### config.mk
export PLATFORM = sky130hd
export DESIGN_NAME = dnc_back_flat
export DESIGN_NICKNAME = d
export VERILOG_FILES = /design/src/hw/rtl/dnc_pkg.sv /design/src/hw/rtl/dnc_stream_if.sv /design/src/hw/rtl/dnc_back.sv /design/src/flat_wrapper.sv
export SDC_FILE = /design/constraint.sdc
export NUM_CORES = 1
export LEC_CHECK = 0
export BUFFER_PORTS_ARGS = -buffer_cell sky130_fd_sc_hd__buf_2
export CORE_UTILIZATION = 35
export CTS_CLUSTER_DIAMETER = 80
export DETAILED_ROUTE_END_ITERATION = 16
export GPL_TIMING_DRIVEN = 0
export SETUP_SLACK_MARGIN = 0.05
export SLEW_MARGIN = 20
export SYNTH_ARGS = -nofsm -noshare
export SYNTH_HDL_FRONTEND = slang
export SYNTH_SLANG_ARGS = --single-unit
### constraint.sdc
create_clock -name clk_i -period 2.3 [get_ports clk_i]
set_input_delay 0.23 -clock clk_i [delete_from_list [all_inputs] [get_ports clk_i]]
set_output_delay 0.23 -clock clk_i [all_outputs]
set_load 0.05 [all_outputs]
### src/hw/rtl/dnc_pkg.sv
// Package with the shared types and constants of the DNS name checker.
`default_nettype none
package dnc_pkg;

  localparam logic [7:0] CHAR_DOT    = 8'h2e;
  localparam logic [7:0] CHAR_STAR   = 8'h2a;
  localparam logic [7:0] CHAR_HYPHEN = 8'h2d;
  localparam logic [7:0] CHAR_UP_A   = 8'h41;
  localparam logic [7:0] CHAR_UP_Z   = 8'h5a;
  localparam logic [7:0] CHAR_LO_A   = 8'h61;
  localparam logic [7:0] CHAR_LO_Z   = 8'h7a;
  localparam logic [7:0] CHAR_ZERO   = 8'h30;
  localparam logic [7:0] CHAR_NINE   = 8'h39;
  localparam logic [7:0] CASE_OFFSET = CHAR_LO_A - CHAR_UP_A;

  localparam int unsigned MIN_WILDCARD_LEN = 5;
  localparam int unsigned QUEUE_DEPTH      = 2;

  typedef enum logic [1:0] {
    POS_FIRST,
    POS_SECOND,
    POS_BODY
  } pos_e;

  // One classified byte as it travels from the front to the back.
  typedef struct packed {
    logic [7:0] lower;
    logic       is_dot;
    logic       byte_ok;
    logic       wild;
    logic       prefix;
    logic       prefix_bad;
    logic       last;
  } class_t;

endpackage
`default_nettype wire

### src/hw/rtl/dnc_stream_if.sv
// Stream interfaces for the byte input and the result output.
`default_nettype none


interface dnc_out_if;
  logic       valid;
  logic       ready;
  logic [7:0] lower_char;
  logic       name_done;
  logic       name_valid;

  modport source (output valid, output lower_char, output name_done, output name_valid,
                  input ready);
  modport sink (input valid, input lower_char, input name_done, input name_valid,
                output ready);
endinterface
`default_nettype wire

### src/hw/rtl/dnc_back.sv
// Back end: per-name counters, rule checks and the registered result stage.
`default_nettype none
module dnc_back #(
  parameter int unsigned MAX_NAME_LEN  = 253,
  parameter int unsigned MAX_LABEL_LEN = 63
) (
  input  wire logic            clk_i,
  input  wire logic            rst_ni,
  input  wire logic            q_empty_i,
  input  wire dnc_pkg::class_t q_item_i,
  output logic                 q_pop_o,
  dnc_out_if.source            out_o
);

  localparam int unsigned TW = $clog2(MAX_NAME_LEN + 2);
  localparam int unsigned LW = $clog2(MAX_LABEL_LEN + 2);

  logic [TW-1:0] total_q, total_d;
  logic [LW-1:0] label_q, label_d;
  logic          fail_q, fail_d;
  logic          suffix_q, suffix_d;
  logic          verdict;
  logic          out_valid_q;
  logic [7:0]    out_char_q;
  logic          out_done_q, out_verdict_q;
  logic          take;

  // The result register takes a new transaction when it is empty or being drained.
  assign take    = !q_empty_i && (!out_valid_q || out_o.ready);
  assign q_pop_o = take;

  always_comb begin
    total_d  = total_q;
    label_d  = label_q;
    fail_d   = fail_q;
    suffix_d = suffix_q;
    verdict  = 1'b0;

    if (q_item_i.prefix) begin
      if (q_item_i.prefix_bad) begin
        fail_d = 1'b1;
      end
    end else if (q_item_i.is_dot) begin
      if (q_item_i.wild) begin
        suffix_d = 1'b1;
      end
      if (label_q == '0 || label_q > LW'(MAX_LABEL_LEN)) begin
        fail_d = 1'b1;
      end
      label_d = '0;
    end else begin
      if (!q_item_i.byte_ok) begin
        fail_d = 1'b1;
      end
      if (label_q <= LW'(MAX_LABEL_LEN)) begin
        label_d = label_q + 1'b1;
      end
    end

    if (total_q <= TW'(MAX_NAME_LEN)) begin
      total_d = total_q + 1'b1;
    end

    if (q_item_i.last) begin
      verdict = !fail_d && total_d != '0 && total_d <= TW'(MAX_NAME_LEN) &&
                !q_item_i.is_dot && label_d != '0 && label_d <= LW'(MAX_LABEL_LEN) &&
                (!q_item_i.wild ||
                 (total_d >= TW'(dnc_pkg::MIN_WILDCARD_LEN) && suffix_d));
      total_d  = '0;
      label_d  = '0;
      fail_d   = 1'b0;
      suffix_d = 1'b0;
    end
  end

  always_ff @(posedge clk_i or negedge rst_ni) begin
    if (!rst_ni) begin
      total_q     <= '0;
      label_q     <= '0;
      fail_q      <= 1'b0;
      suffix_q    <= 1'b0;
      out_valid_q <= 1'b0;
    end else begin
      if (take) begin
        total_q  <= total_d;
        label_q  <= label_d;
        fail_q   <= fail_d;
        suffix_q <= suffix_d;
      end
      if (take) begin
        out_valid_q <= 1'b1;
      end else if (out_o.ready) begin
        out_valid_q <= 1'b0;
      end
    end
  end

  always_ff @(posedge clk_i) begin
    if (take) begin
      out_char_q    <= q_item_i.lower;
      out_done_q    <= q_item_i.last;
      out_verdict_q <= verdict;
    end
  end

  assign out_o.valid      = out_valid_q;
  assign out_o.lower_char = out_char_q;
  assign out_o.name_done  = out_done_q;
  assign out_o.name_valid = out_verdict_q;

  a_total_bound : assert property (@(posedge clk_i) disable iff (!rst_ni)
    total_q <= TW'(MAX_NAME_LEN + 1))
    else $error("total count above its saturation value");

  a_label_bound : assert property (@(posedge clk_i) disable iff (!rst_ni)
    label_q <= LW'(MAX_LABEL_LEN + 1))
    else $error("label count above its saturation value");

  a_clear_after_last : assert property (@(posedge clk_i) disable iff (!rst_ni)
    (take && q_item_i.last) |=> (total_q == '0 && label_q == '0 && !fail_q && !suffix_q))
    else $error("per-name state not cleared after the final byte");

  a_verdict_only_done : assert property (@(posedge clk_i) disable iff (!rst_ni)
    (out_valid_q && !out_done_q) |-> !out_verdict_q)
    else $error("verdict raised on a byte that is not the final one");

endmodule
`default_nettype wire

### src/flat_wrapper.sv
// flat-port wrapper written by rule: the top's interface ports become plain ports
module dnc_back_flat 
#(
  parameter int unsigned MAX_NAME_LEN  = 253,
  parameter int unsigned MAX_LABEL_LEN = 63
)
  (clk_i, rst_ni, q_empty_i, q_item_i, q_pop_o, out_o_valid, out_o_lower_char, out_o_name_done, out_o_name_valid, out_o_ready);
  dnc_out_if out_o_i ();
  input  wire logic clk_i;
  input  wire logic rst_ni;
  input  wire logic q_empty_i;
  input  wire dnc_pkg::class_t q_item_i;
  output logic q_pop_o;
  output wire logic [$bits(out_o_i.valid)-1:0] out_o_valid;
  output wire logic [$bits(out_o_i.lower_char)-1:0] out_o_lower_char;
  output wire logic [$bits(out_o_i.name_done)-1:0] out_o_name_done;
  output wire logic [$bits(out_o_i.name_valid)-1:0] out_o_name_valid;
  input wire logic [$bits(out_o_i.ready)-1:0] out_o_ready;
  assign out_o_valid = out_o_i.valid;
  assign out_o_lower_char = out_o_i.lower_char;
  assign out_o_name_done = out_o_i.name_done;
  assign out_o_name_valid = out_o_i.name_valid;
  assign out_o_i.ready = out_o_ready;
  dnc_back #(.MAX_NAME_LEN(MAX_NAME_LEN), .MAX_LABEL_LEN(MAX_LABEL_LEN)) u_core (.clk_i(clk_i), .rst_ni(rst_ni), .q_empty_i(q_empty_i), .q_item_i(q_item_i), .q_pop_o(q_pop_o), .out_o(out_o_i));
endmodule
* Yosys cells after proc, flatten, opt, wreduce, memory -nomap -nowiden *
Cells that the tools add are included.

storage, ports and cells
  register bits after elaboration = 28
  input bits = 18

cells by class
  add/subtract/negate cells = 2
  mux-type cells = 18
  order comparisons = 6
  reductions and logical operators = 20

operator list
  cell                                                                count
  2-to-1 mux 7 bit                                                    4
  less-or-equal comparator 8 bit (second input constant)              2
  2-to-1 mux 8 bit                                                    2
  less-or-equal comparator 7 x 6 -> 1 bit (second input constant)     2
  2-to-1 mux 1 bit                                                    12
  adder 8 x 1 -> 8 bit (second input constant)                        1
  greater-or-equal comparator 8 x 3 -> 1 bit (second input constant)  1
  logical AND 1 bit                                                   8
  nonzero test 8 bit                                                  1
  adder 7 x 1 -> 7 bit (second input constant)                        1
  greater-than comparator 7 x 6 -> 1 bit (second input constant)      1
  logical NOT 7 bit                                                   1
  nonzero test 7 bit                                                  1
  logical NOT 1 bit                                                   5
  logical OR 1 bit                                                    3
  nonzero test 2 bit                                                  1

* Depth between registers and ports, before layout *
  depth after elaboration = 12
  depth in mapped cells = 8
  mapped depth without buffers = 7

* Worst setup path before layout *
Ideal clock, no wire load.

  path kind = reg2reg
  start = reg u_core.out_valid_q, in the netlist u_core.out_o.valid
  end = reg u_core.out_char_q[0], in the netlist u_core.out_o.lower_char[0], enable pin
  path slack = -0.118 ns
  cell stages (with the launch flop) = 6
  path buffers = 2
  clock period less this slack = 2.418 ns
  arrival = 2.020 ns
  cells stage by stage = dfrtp_1 > nand2b_1 > nand2b_1 > inv_1 > clkbuf_1 > buf_1

on the way
  cells in the longest elaborated chain, start to end = 3

RTL lines
  element                 RTL line            text
  from (decl)             dnc_back.sv:23      logic out_valid_q;
  from (signal assigned)  dnc_back.sv:82      out_valid_q <= 1'b0;
  from (signal assigned)  dnc_back.sv:91      out_valid_q <= 1'b1;
  from (signal assigned)  dnc_back.sv:93      out_valid_q <= 1'b0;
  logical NOT 1 bit       dnc_back.sv:29      assign take = !q_empty_i && (!out_valid_q || out_o.ready);
  logical OR 1 bit        dnc_back.sv:29
  logical AND 1 bit       dnc_back.sv:29
  net q_pop_o             flat_wrapper.sv:13  output logic q_pop_o;
  to (signal assigned)    dnc_back.sv:100     out_char_q <= q_item_i.lower;
  to (decl)               dnc_back.sv:24      logic [7:0] out_char_q;

The timed path passes the listed nets, and every way through them passes these cells.
A chain may end at the register's enable or synchronous reset.

* Worst setup path after layout *
  start = reg u_core.total_q[1]
  end = reg u_core.out_verdict_q, in the netlist u_core.out_o.name_valid (data pin)

on the way
  cells in the longest elaborated chain, start to end = 9

RTL lines
  element                                                                                 RTL line                        text
  from (decl)                                                                             dnc_back.sv:18                  logic [TW-1:0] total_q, total_d;
  from (signal assigned)                                                                  dnc_back.sv:85                  total_q <= total_d;
  adder 8 x 1 -> 8 bit / less-or-equal comparator 8 bit (equally long branches)           dnc_back.sv:61, dnc_back.sv:60
  2-to-1 mux 8 bit (*)                                                                    dnc_back.sv:60                  if (total_q <= TW'(MAX_NAME_LEN)) begin
  parallel branches: the longest is 6 deep, another holds less-or-equal comparator 8 bit  --
  logical AND 1 bit (*)                                                                   dnc_back.sv:66                  !q_item_i.is_dot && label_d != '0 && label_d <= LW'(MAX_LABEL_LEN) &&
  to (signal assigned)                                                                    dnc_back.sv:102                 out_verdict_q <= verdict;
  to (decl)                                                                               dnc_back.sv:25                  logic out_done_q, out_verdict_q;

Mark *: on every way between the ends.

==> results.yml <==
run_status:
  status: "finished, violations left"
  violations: "DRC"
die:
  start_util_pct: 37.0
  row_count: 24
  die_area_sq_um: 4980
  io_pins: 30
  die_y_microns: 70.5
  core_sq_um: 4440
  die_w_microns: 70.5
critical_path:
  critPathCaptureType: "register"
  arrival_ps: 2180
  cp_max_fo: 10
  start_kind: "register"
  critPathRequiredTime_ps: 2320
  criticalPathCategory: "reg2reg"
sta:
  slew_violations: 0
  fmax_ghz: 0.463
  setup_viol: 0
  finalCritPeriodShare_pct: 94.0
  setup-tns-final_ps: 0
  relSlewSlack_pct: 67.6
  finalClockSkew_ps: 8.38
  worst_slew_pin_slew_ps: 485
  hold_viol_final: 0
  post-route-min-period_ps: 2160
  rsz0062_at_grt: "no"
synth:
  seq_area_frac_synth_pct: 45.7
  synth_top_cells_by_area: "dfrtp_1 27%, edfxtp_1 18%, a21oi_1 5.2%"
  synth-edff-count: 10
  syn-num-nets: 197
  yosysTopAreaCell: "dfrtp_1"
  async_reset_ff_share_pct: 64.3
  avgSynthCellArea_sq_um: 9.45
  yosysWarnings: 0
  synth_area_sq_um: 1640
  yosysUniqueCellTypes: 52
  synthCells: 174
  yosysTopAreaCellShare_pct: 27.4
  synth_seq_cells: 28
  synth_ff_type: "dfrtp_1"
power:
  powerDensity_nw_per_um2: 623
  power.leakage_uw: 0.000862
  peakVddDrop_v: 0.000341
grt:
  grt_pass1_vias: 1326
  grt_antenna_before_repair: 0
  grt_pass1_wl_mm: 6.37
  grt.overflow.total: 0
  grt_usage_pct: 16.0
  grt_max_degree: 21
cells_and_area:
  drive_gt1_share_pct: 26.7
  antenna_cells: 0
  most-common-layout-cells: "34 x buf_2, 17 x dfrtp_1, 16 x a21oi_1"
  final_common_cell: "buf_2"
  final_nets: 234
  area_delta_synth_final_pct: 19.3
  fin_cells: 262
routing:
  wl_mm: 3.79
  wl_per_cell_microns: 14.5
  via_per_inst: 5.45
  dr.pass1.iters: 10
  drc: 4
  antenna_left: 0
  drt_iter0_drc: 157
  routed-via-count: 1427
cts:
  cts_tree: "done"
  clock_latency_ps: 280
  cts.path.max_buffers: 2
  htreeDepth: 1
  cts-buffers-inserted: 3
  cts.sink_count: 28
  root_buffer: "clkbuf_8"
  cts.clk_slew.worst_paths_ps: 110
job:
  maxCapViolations: 0
hold_path:
  hold_class: "in2reg"
place:
  gp_congestion: 0.865
  placed_cells: 255
  hpwl_mm: 2.65
  port_buffers: 29
synthesized netlist by cell type, drive strengths merged, types with 2 or more instances:
cell	instances
a21oi	17
a31o	3
a31oi	5
and2	2
and3	7
and4	2
buf	8
clkbuf	4
dfrtp	18
edfxtp	10
ha	5
inv	5
nand2	13
nand2b	3
nand3	6
nand4	5
nor2	15
nor2b	3
nor3	8
o21ai	9
o22a	2
or2	2
xnor2	2
power breakdown:
group          leakage (uW)  switching (uW)  total [uW]  internal [uW]
clock network     0.0000357             166         400            233
registers          0.000337            27.9         578            550
logic              0.000490             153         244           91.0
total              0.000862             348        1220            874
metrics by stage:
stage / hold slack [ps] / setup WS (ps) / power, uW / instance area, sq um / utilization [%]
after floorplan: -65.6 / 217 / 749 / 1650 / -
after global placement: 205 / 77.0 / 816 / 1860 / 41.9
after detailed placement: 208 / 70.2 / 821 / 1860 / 41.9
after CTS: 95.4 / 72.5 / 1220 / 1940 / 43.7
after global routing: 101 / 20.4 / 1280 / 1960 / 44.1
final: 94.0 / 139 / 1220 / 1960 / 44.1
state kept, by name, summed over array words and instances, names as in the netlist:
name                     flops
u_core.fail_q                1
u_core.out_o.name_valid      1
u_core.out_o.lower_char      8
u_core.total_q               8
u_core.out_o.name_done       1
u_core.label_q               7
u_core.suffix_q              1
u_core.out_o.valid           1
critical path, stage by stage (launching register included):
cell       delay, ps
dfrtp_1          410
inv_1             90
ha_1             170
nand4bb_2        290
or3_1            350
buf_6            150
or2_1            230
a21oi_2          150
a311oi_2          60
repair_timing:
item,CTS,global route
buffers inserted,0,2
hold endpoints to repair,18,0
setup endpoints to repair,1,1
gates resized for setup,4,3
hold buffers,1,0
final timing paths:
path / slack [ps] / cells past startpoint / end / start
max: 140 / 8 / u_core.out_o.name_valid / u_core.total_q[1]
min: 90 / 2 / u_core.out_o.valid / q_empty_i
max reg2reg: 140 / 8 / u_core.out_o.name_valid / u_core.total_q[1]
min reg2reg: 530 / 2 / u_core.fail_q / u_core.fail_q
max in group asynchronous: 1540 / 2 / u_core.total_q[0] / rst_ni
min in group asynchronous: 420 / 2 / u_core.total_q[1] / rst_ni
cell families after synthesis:
logic type / synth area share (%)
AO/OA/AOI/OAI: 18.3
XOR/XNOR: 1.60
adder cells (fa/ha/maj): 3.81
buffers and inverters: 5.17
flip-flops: 45.7
multiplexers: 1.29
AND/OR/NAND/NOR: 24.2
per-layer routing:
metal	track usage, %	up-vias	wire (microns)
met5	0	-	0
met4	3.11	0	24
met3	3.13	2	193
met2	26.5	41	1860
met1	22.2	669	1710
li1	-	715	-
cell type report:
cell class	instances	area, sq um
fill	452	2480
multi-input combinational	129	812
sequential	28	752
timing repair buffer	32	170
buffer	12	71.3
tap	52	65.1
clock buffer	3	41.3
clock inverter	1	30.0
inverter	5	18.8
(Power assumes the default switching activity.)
